$ cat src/rtl/ssu_pkg.sv
package ssu_pkg;

  localparam int STACK_DEPTH = 16;
  localparam int IDX_W       = $clog2(STACK_DEPTH);
  localparam int FILL_W      = $clog2(STACK_DEPTH + 1);
  localparam int VAL_W       = 32;
  localparam int CMD_W       = 3;
  localparam int COUNT_W     = 5;
  localparam int POS_W       = 4;
  localparam int STATUS_W    = 2;
  localparam int LEVEL_W     = 5;

  typedef enum logic [CMD_W-1:0] {
    CMD_PUSH   = 3'd0,
    CMD_POP    = 3'd1,
    CMD_COUNT  = 3'd2,
    CMD_FIND   = 3'd3,
    CMD_DELETE = 3'd4
  } cmd_t;

  typedef enum logic [STATUS_W-1:0] {
    STS_OK        = 2'd0,
    STS_OVERFLOW  = 2'd1,
    STS_UNDERFLOW = 2'd2
  } status_t;

  typedef enum logic {
    ST_IDLE,
    ST_EXEC
  } state_t;

  typedef struct packed {
    logic push;
    logic pop;
    logic del;
  } cell_ctl_t;

  typedef struct packed {
    logic hit;
    logic seen;
    logic deeper;
    logic deepest;
  } cell_stat_t;

endpackage

$ cat src/rtl/ssu_if.sv
interface ssu_in_if;
  import ssu_pkg::*;

  logic                    valid;
  logic                    ready;
  logic [CMD_W-1:0]        cmd;
  logic signed [VAL_W-1:0] operand_value;

  modport source (output valid, output cmd, output operand_value, input ready);
  modport sink   (input valid, input cmd, input operand_value, output ready);
endinterface

interface ssu_out_if;
  import ssu_pkg::*;

  logic                    valid;
  logic                    ready;
  logic signed [VAL_W-1:0] popped_value;
  logic [COUNT_W-1:0]      match_count;
  logic [POS_W-1:0]        match_position;
  logic                    match_found;
  logic [STATUS_W-1:0]     status;
  logic [LEVEL_W-1:0]      fill_level;

  modport source (
    output valid, output popped_value, output match_count, output match_position,
    output match_found, output status, output fill_level, input ready
  );
  modport sink (
    input valid, input popped_value, input match_count, input match_position,
    input match_found, input status, input fill_level, output ready
  );
endinterface

$ cat src/rtl/ssu_cell.sv
module ssu_cell (
  input  logic                      clk,
  input  ssu_pkg::cell_ctl_t        ctl,
  input  logic [ssu_pkg::VAL_W-1:0] upper_val,
  input  logic [ssu_pkg::VAL_W-1:0] lower_val,
  input  logic [ssu_pkg::VAL_W-1:0] operand,
  input  logic                      occupied,
  input  logic                      seen_in,
  input  logic                      deeper_in,
  output logic [ssu_pkg::VAL_W-1:0] value,
  output ssu_pkg::cell_stat_t       stat
);
  import ssu_pkg::*;

  logic [VAL_W-1:0] value_r;
  logic [VAL_W-1:0] value_nxt;
  logic             hit;

  assign hit          = occupied && (value_r == operand);
  assign stat.hit     = hit;
  assign stat.seen    = seen_in | hit;
  assign stat.deeper  = deeper_in | hit;
  assign stat.deepest = hit & ~deeper_in;
  assign value        = value_r;

  always_comb begin
    priority if (ctl.push) begin
      value_nxt = upper_val;
    end else if (ctl.pop || (ctl.del && (seen_in | hit))) begin
      value_nxt = lower_val;
    end else begin
      value_nxt = value_r;
    end
  end

  always_ff @(posedge clk) begin
    value_r <= value_nxt;
  end

endmodule

$ cat src/rtl/searchable_stack_unit.sv
// Bounded LIFO stack of signed 32-bit values with count, find-deepest and
// delete-topmost commands, held in a row of cells with the top of the stack in
// the first cell; each cell compares its value with the operand and shifts up
// or down with its neighbors. A transaction captures the command in the idle
// state, then runs in the exec state, in which every cell compares and shifts
// and the result is registered; no command is taken until it ends. A new command
// is accepted while the previous result still waits on the output; execution
// stalls only while that result has not been taken. One result per command.
module searchable_stack_unit (
  input  logic        clk,
  input  logic        rst_n,
  ssu_in_if.sink      in_chan,
  ssu_out_if.source   out_chan
);
  import ssu_pkg::*;

  state_t                  state_r;
  state_t                  state_nxt;
  cmd_t                    cmd_r;
  logic [VAL_W-1:0]        operand_r;
  logic [FILL_W-1:0]       fill_r;
  logic [FILL_W-1:0]       fill_nxt;
  logic                    out_valid_r;
  logic signed [VAL_W-1:0] popped_r;
  logic [COUNT_W-1:0]      count_r;
  logic [POS_W-1:0]        pos_r;
  logic                    found_r;
  logic [STATUS_W-1:0]     status_r;
  logic [LEVEL_W-1:0]      level_r;

  logic                    in_take;
  logic                    exec_go;
  logic                    full;
  logic                    empty;
  cell_ctl_t               ctl;
  logic [VAL_W-1:0]        cell_val [STACK_DEPTH];
  cell_stat_t              cell_st  [STACK_DEPTH];
  logic [FILL_W-1:0]       hit_cnt;
  logic [IDX_W-1:0]        deep_idx;

  logic signed [VAL_W-1:0] popped_nxt;
  logic [FILL_W-1:0]       count_nxt;
  logic [FILL_W-1:0]       pos_nxt;
  logic                    found_nxt;
  status_t                 status_nxt;

  assign full  = (fill_r == FILL_W'(STACK_DEPTH));
  assign empty = (fill_r == '0);

  // next state
  always_comb begin
    state_nxt = state_r;
    unique case (state_r)
      ST_IDLE: if (in_take) state_nxt = ST_EXEC;
      ST_EXEC: if (exec_go) state_nxt = ST_IDLE;
      default: state_nxt = ST_IDLE;
    endcase
  end

  // outputs of the controller
  always_comb begin
    in_chan.ready = 1'b0;
    exec_go       = 1'b0;
    unique case (state_r)
      ST_IDLE: in_chan.ready = 1'b1;
      ST_EXEC: exec_go = !out_valid_r || out_chan.ready;
      default: ;
    endcase
  end

  assign in_take = in_chan.valid && in_chan.ready;

  always_comb begin
    ctl.push = exec_go && (cmd_r == CMD_PUSH) && !full;
    ctl.pop  = exec_go && (cmd_r == CMD_POP) && !empty;
    ctl.del  = exec_go && (cmd_r == CMD_DELETE);
  end

  for (genvar i = 0; i < STACK_DEPTH; i++) begin : g_cell
    logic [VAL_W-1:0] upper_val;
    logic [VAL_W-1:0] lower_val;
    logic             seen_in;
    logic             deeper_in;

    if (i == 0) begin : g_top
      assign upper_val = operand_r;
      assign seen_in   = 1'b0;
    end else begin : g_mid_up
      assign upper_val = cell_val[i-1];
      assign seen_in   = cell_st[i-1].seen;
    end

    if (i == STACK_DEPTH - 1) begin : g_bottom
      assign lower_val = cell_val[i];
      assign deeper_in = 1'b0;
    end else begin : g_mid_dn
      assign lower_val = cell_val[i+1];
      assign deeper_in = cell_st[i+1].deeper;
    end

    ssu_cell u_cell (
      .clk       (clk),
      .ctl       (ctl),
      .upper_val (upper_val),
      .lower_val (lower_val),
      .operand   (operand_r),
      .occupied  (FILL_W'(i) < fill_r),
      .seen_in   (seen_in),
      .deeper_in (deeper_in),
      .value     (cell_val[i]),
      .stat      (cell_st[i])
    );
  end

  always_comb begin
    hit_cnt  = '0;
    deep_idx = '0;
    for (int i = 0; i < STACK_DEPTH; i++) begin
      hit_cnt = hit_cnt + FILL_W'(cell_st[i].hit);
      if (cell_st[i].deepest) deep_idx = deep_idx | IDX_W'(i);
    end
  end

  always_comb begin
    popped_nxt = '0;
    count_nxt  = '0;
    pos_nxt    = '0;
    found_nxt  = 1'b0;
    status_nxt = STS_OK;
    fill_nxt   = fill_r;
    unique case (cmd_r)
      CMD_PUSH: begin
        if (full) status_nxt = STS_OVERFLOW;
        else      fill_nxt   = fill_r + FILL_W'(1);
      end
      CMD_POP: begin
        if (empty) begin
          status_nxt = STS_UNDERFLOW;
        end else begin
          popped_nxt = cell_val[0];
          fill_nxt   = fill_r - FILL_W'(1);
        end
      end
      CMD_COUNT: count_nxt = hit_cnt;
      CMD_FIND: begin
        found_nxt = cell_st[STACK_DEPTH-1].seen;
        if (found_nxt) pos_nxt = FILL_W'(deep_idx);
      end
      CMD_DELETE: begin
        found_nxt = cell_st[STACK_DEPTH-1].seen;
        if (found_nxt) fill_nxt = fill_r - FILL_W'(1);
      end
      default: ;
    endcase
  end

  always_ff @(posedge clk) begin
    if (!rst_n) begin
      state_r     <= ST_IDLE;
      fill_r      <= '0;
      out_valid_r <= 1'b0;
    end else begin
      state_r <= state_nxt;
      if (exec_go) begin
        fill_r      <= fill_nxt;
        out_valid_r <= 1'b1;
      end else if (out_chan.ready) begin
        out_valid_r <= 1'b0;
      end
    end
  end

  always_ff @(posedge clk) begin
    if (in_take) begin
      cmd_r     <= cmd_t'(in_chan.cmd);
      operand_r <= in_chan.operand_value;
    end
    if (exec_go) begin
      popped_r <= popped_nxt;
      count_r  <= COUNT_W'(count_nxt);
      pos_r    <= POS_W'(pos_nxt);
      found_r  <= found_nxt;
      status_r <= status_nxt;
      level_r  <= LEVEL_W'(fill_nxt);
    end
  end

  assign out_chan.valid          = out_valid_r;
  assign out_chan.popped_value   = popped_r;
  assign out_chan.match_count    = count_r;
  assign out_chan.match_position = pos_r;
  assign out_chan.match_found    = found_r;
  assign out_chan.status         = status_r;
  assign out_chan.fill_level     = level_r;

endmodule
$ cat src/flat_wrapper.sv
// flat-port wrapper written by rule: the top's interface ports become plain ports
module searchable_stack_unit_flat import ssu_pkg::*;
  (clk, rst_n, in_chan_valid, in_chan_cmd, in_chan_operand_value, in_chan_ready, out_chan_valid, out_chan_popped_value, out_chan_match_count, out_chan_match_position, out_chan_match_found, out_chan_status, out_chan_fill_level, out_chan_ready);
  ssu_in_if in_chan_i ();
  ssu_out_if out_chan_i ();
  input  logic clk;
  input  logic rst_n;
  input wire logic [$bits(in_chan_i.valid)-1:0] in_chan_valid;
  input wire logic [$bits(in_chan_i.cmd)-1:0] in_chan_cmd;
  input wire logic [$bits(in_chan_i.operand_value)-1:0] in_chan_operand_value;
  output wire logic [$bits(in_chan_i.ready)-1:0] in_chan_ready;
  output wire logic [$bits(out_chan_i.valid)-1:0] out_chan_valid;
  output wire logic [$bits(out_chan_i.popped_value)-1:0] out_chan_popped_value;
  output wire logic [$bits(out_chan_i.match_count)-1:0] out_chan_match_count;
  output wire logic [$bits(out_chan_i.match_position)-1:0] out_chan_match_position;
  output wire logic [$bits(out_chan_i.match_found)-1:0] out_chan_match_found;
  output wire logic [$bits(out_chan_i.status)-1:0] out_chan_status;
  output wire logic [$bits(out_chan_i.fill_level)-1:0] out_chan_fill_level;
  input wire logic [$bits(out_chan_i.ready)-1:0] out_chan_ready;
  assign in_chan_i.valid = in_chan_valid;
  assign in_chan_i.cmd = in_chan_cmd;
  assign in_chan_i.operand_value = in_chan_operand_value;
  assign in_chan_ready = in_chan_i.ready;
  assign out_chan_valid = out_chan_i.valid;
  assign out_chan_popped_value = out_chan_i.popped_value;
  assign out_chan_match_count = out_chan_i.match_count;
  assign out_chan_match_position = out_chan_i.match_position;
  assign out_chan_match_found = out_chan_i.match_found;
  assign out_chan_status = out_chan_i.status;
  assign out_chan_fill_level = out_chan_i.fill_level;
  assign out_chan_i.ready = out_chan_ready;
  searchable_stack_unit u_core (.clk(clk), .rst_n(rst_n), .in_chan(in_chan_i), .out_chan(out_chan_i));
endmodule
$ cat config.mk
export PLATFORM = sky130hd
export DESIGN_NAME = searchable_stack_unit_flat
export DESIGN_NICKNAME = d
export VERILOG_FILES = /design/src/rtl/ssu_pkg.sv /design/src/rtl/ssu_if.sv /design/src/rtl/ssu_cell.sv /design/src/rtl/searchable_stack_unit.sv /design/src/flat_wrapper.sv
export SDC_FILE = /design/constraint.sdc
export NUM_CORES = 2
export LEC_CHECK = 0
export ABC_AREA = 1
export BUFFER_PORTS_ARGS = -buffer_cell sky130_fd_sc_hd__buf_2
export CORE_MARGIN = 4
export CORE_UTILIZATION = 39
export CTS_CLUSTER_SIZE = 24
export DETAILED_ROUTE_END_ITERATION = 7
export GPL_TIMING_DRIVEN = 0
export PLACE_DENSITY = 0.58
export SYNTH_ARGS = -nofsm -noshare
export SYNTH_HDL_FRONTEND = slang
export SYNTH_SLANG_ARGS = --single-unit
$ cat constraint.sdc
create_clock -name clk -period 7.5 [get_ports clk]
set_input_delay 0.75 -clock clk [delete_from_list [all_inputs] [get_ports clk]]
set_output_delay 0.75 -clock clk [all_outputs]
set_load 0.05 [all_outputs]
==> summary.md <==
| Metric | Value |
|---|---|
| Cell internal pwr | `5.92 mW` |
| Antenna violations before repair | `3` |
| Setup TNS | `0 ns` |
| Final clock period utilization by the worst path | `0.850` |
| CTS H-Tree Depth | `3` |
| CP most frequent cell | `fa_1` |
| DRT iter0 DRCs | `5087` |
| Ys flop type | `edfxtp_1` |
| # setup viols final | `0` |
| CP Buf/Inv Count | `7` |
| Ys async rst share | `0` |
| Post-synthesis cell count | `3606` |
| GR Overflow Total | `0` |
| Worst skew pair latency | `around 0.64 ns` |
| Worst Slack Setup Final | `1.13 ns` |
| Tmin final | `between 6 and 7 ns` |
| Share of layout cells above drive strength 1 | `0.104` |
| Crit-path max cell delay | `approximately 0.52 ns` |
| CP max FO | `10` |
| Logic gate share of total power | `0.106` |
| RSZ-0062 raised after global routing | `false` |
| Clock Skew | `about 0.033 ns` |
| GRT Resource Usage Total | `0.336` |
| Peak VDD IR | `0.000188 V` |
| Pwr/cell area | `218 nW/um^2` |
| Slew Limit Headroom | `0.135` |
| Die Ht | `between 200 and 300 um` |
| Critical path class | `register to register` |
| MaxCap Viol Count | `0` |
| Final wirelength | `155000 um` |
| First-pass GRT wire length | `~210000 um` |
| Post-CTS Resized | `0` |
| CP arrival | `6.75 ns` |
| Hold_buf cts | `0` |
| Number of global-route vias before repair | `27500` |
| Number of synthesis warnings | `0` |
| Dpl cells | `4838` |
| Num ports | `90` |
| Die X | `~300 um` |
| Drt first pass iters | `8` |
| Worst Max-Slew Pin Slew | `1.30 ns` |
| Status | `completed` |
| Hold crit path type | `primary input to register` |
| Clock sink count | `about 600` |
| Endpoints failing hold | `0` |
| Initial Util | `0.393` |
| Worst Setup End Kind | `register` |
| Worst setup SP type | `register` |
| Longest Clk Path Bufs | `3` |
| Family with the most delay on the worst path | `adder cells` |
| Fmax | `157 MHz` |
| Site Rows | `106` |
| Min Hold Slack | `0.288 ns` |
| Reg power frac | `0.473` |
| Post-route ant nets | `0` |
| Pin count of the biggest net entering global routing | `46` |
| DRC | `0` |
| Routed wire per std cell | `31.2 um` |
| WP data required | `7.88 ns` |
| Final HPWL DP | `112000 um` |
| CP max-delay cell | `or4_1` |
| Final GP Congestion | `0.998` |
| Die ar. | `about 89000 um^2` |
| Post-CTS setup buffer count | `0` |
| CTS buffer count | `71` |
| R2R Setup Slk | `1.13 ns` |
| Fin nets | `3836` |
| CP cell instances | `buf_4 -> inv_2 -> o22ai_1 -> or4_1 -> nor4_1 -> nand3_1 -> nor2_2 -> inv_1 -> ha_1 -> inv_1 -> fa_1 -> inv_1 -> fa_1 -> fa_1 -> fa_1 -> inv_1 -> fa_1 -> inv_1 -> fa_1 -> a21oi_1 -> nor3_1` |
| Area grow syn2layout | `13.2%` |
| Design Power | `8.12 mW` |
| Sequential area share after synthesis | `0.548` |
| Clk slew on worst S/H paths | `about 0.060 ns` |
| Yosys reg bits | `603` |
| Via count | `approximately 29000` |
| CTS tree | `yes` |
| Vias per std cell | `just under 6` |
| Place WS | `1.32 ns` |
| Switch Pwr | `2.20 mW` |
| Max-slew violation count | `0` |
| Clock share of power | `0.421` |
| Pleak | `14.8 nW` |
| Switch share | `0.271` |
| Distinct cells, synth | `56` |
| Syn_area_per_cell | `9.12 um^2` |
| Post-Syn Area | `32900 um^2` |
| Port Buffer Count | `89` |
| Syn_nets | `3665` |
| Fin cells | `4963` |
| CTS root buffer | `clkbuf_16` |
| Number of synthesized flops with an enable pin | `596` |
| Core Region | `83700 um^2` |
==> power by group through the flow <==
| stage | Sequential [mW] | Clock (mW) | Combinational (mW) |
|---|---|---|---|
| after floorplan | 3.94 | 0 | 0.414 |
| after global placement | 3.91 | 0 | 0.802 |
| after detailed placement | 3.90 | 0 | 0.818 |
| after CTS | 3.83 | 3.41 | 0.821 |
| after global routing | 3.84 | 3.54 | 0.879 |
| final | 3.84 | 3.42 | 0.862 |
==> layout make-up <==
cell class | instances | area, um^2
Antenna cell | 4 | 10.0
Buffer | 187 | 1220
Clock buffer | 92 | 1910
Clock inverter | 29 | 269
Fill cell | 8266 | 46500
Inverter | 347 | 1320
Multi-Input combinational cell | 2469 | 12400
Sequential cell | 603 | 18000
Tap cell | 1134 | 1420
Timing Repair Buffer | 98 | 641
==> flip-flops by register name, indices dropped and copies added, names as in the netlist, 2 cells and up <==
name                            flops
u_core.cmd_r                        3
u_core.fill_r                       5
u_core.g_cell.u_cell.value        512
u_core.g_cell.upper_val            32
u_core.out_chan.fill_level          5
u_core.out_chan.match_count         5
u_core.out_chan.match_position      4
u_core.out_chan.popped_value       32
u_core.out_chan.status              2
==> per-layer routing <==
| metal | up-vias | GRT usage | routed length, um |
|---|---|---|---|
| li1 | 12300 | - | - |
| met1 | 14200 | 0.439 | 56700 |
| met2 | 2440 | 0.497 | 65500 |
| met3 | 566 | 0.0910 | 20800 |
| met4 | 6 | 0.211 | 11900 |
| met5 | - | 0 | 47 |
==> worst register-to-register path, cell delays in order, from the launching register on <==
cell      delay, ns
edfxtp_1       0.35
buf_4          0.22
inv_2          0.52
o22ai_1        0.17
or4_1          0.52
nor4_1         0.31
nand3_1        0.18
nor2_2         0.28
inv_1          0.14
ha_1           0.30
inv_1          0.04
fa_1           0.47
inv_1          0.05
fa_1           0.49
fa_1           0.45
fa_1           0.50
inv_1          0.05
fa_1           0.36
inv_1          0.11
fa_1           0.22
a21oi_1        0.08
nor3_1         0.32
==> cell usage after synthesis, types with 45 or more instances <==
cell / count / area, um^2
nand4_1: 57 / 357
nand2_1: 1155 / 4340
edfxtp_1: 596 / 17900
nor3_1: 45 / 225
xnor2_1: 112 / 981
o21ai_0: 415 / 2080
nor2_1: 238 / 893
o22ai_1: 60 / 375
inv_1: 311 / 1170
clkbuf_1: 79 / 297
xor2_1: 151 / 1320
nand3_1: 53 / 265
==> cells in the final DEF, fill, tap and decap left out, types with 18 or more instances in the layout <==
master,Yosys,layout
inv_2,33,34
inv_1,311,310
edfxtp_1,596,596
o21ai_0,415,411
nand4_1,57,57
o22ai_1,60,60
nor3_1,45,45
o21ai_1,44,43
nand2_1,1155,1151
clkbuf_1,79,95
buf_2,29,118
nand3_1,53,52
clkbuf_16,0,71
nor4_1,18,18
buf_4,30,30
xor2_1,151,151
nor2_1,238,237
buf_6,43,43
xnor2_1,112,112
==> path summary, 6_finish.rpt <==
check                                     from                                end  cells after the start
max             u_core.g_cell[0].upper_val[20]     u_core.out_chan.match_count[4]                     21
min                  in_chan_operand_value[26]     u_core.g_cell[0].upper_val[26]                      1
max reg2reg     u_core.g_cell[0].upper_val[20]     u_core.out_chan.match_count[4]                     21
min reg2reg  u_core.g_cell[14].u_cell.value[4]  u_core.g_cell[15].u_cell.value[4]                      0
==> logic make-up (layout without fill, tap and decap cells) <==
family / after synthesis / in the layout / synth area share
and+or+nand+nor: 1626 / 1626 / 0.204
DFF: 603 / 603 / 0.548
AOI/OAI and AO/OA: 557 / 557 / 0.0893
buffers and inverters: 534 / 753 / 0.0772
xor gates and xnor gates: 266 / 266 / 0.0715
adders and majority gates: 20 / 20 / 0.00989
other: 0 / 4 / 0
==> stage by stage <==
stage,instance area (um^2),util
floorplan,32900,-
global route,37200,0.445
detailed placement,35000,0.419
global placement,34800,0.415
CTS,37200,0.445
finish,37200,0.445
(Power assumes the default switching activity.)
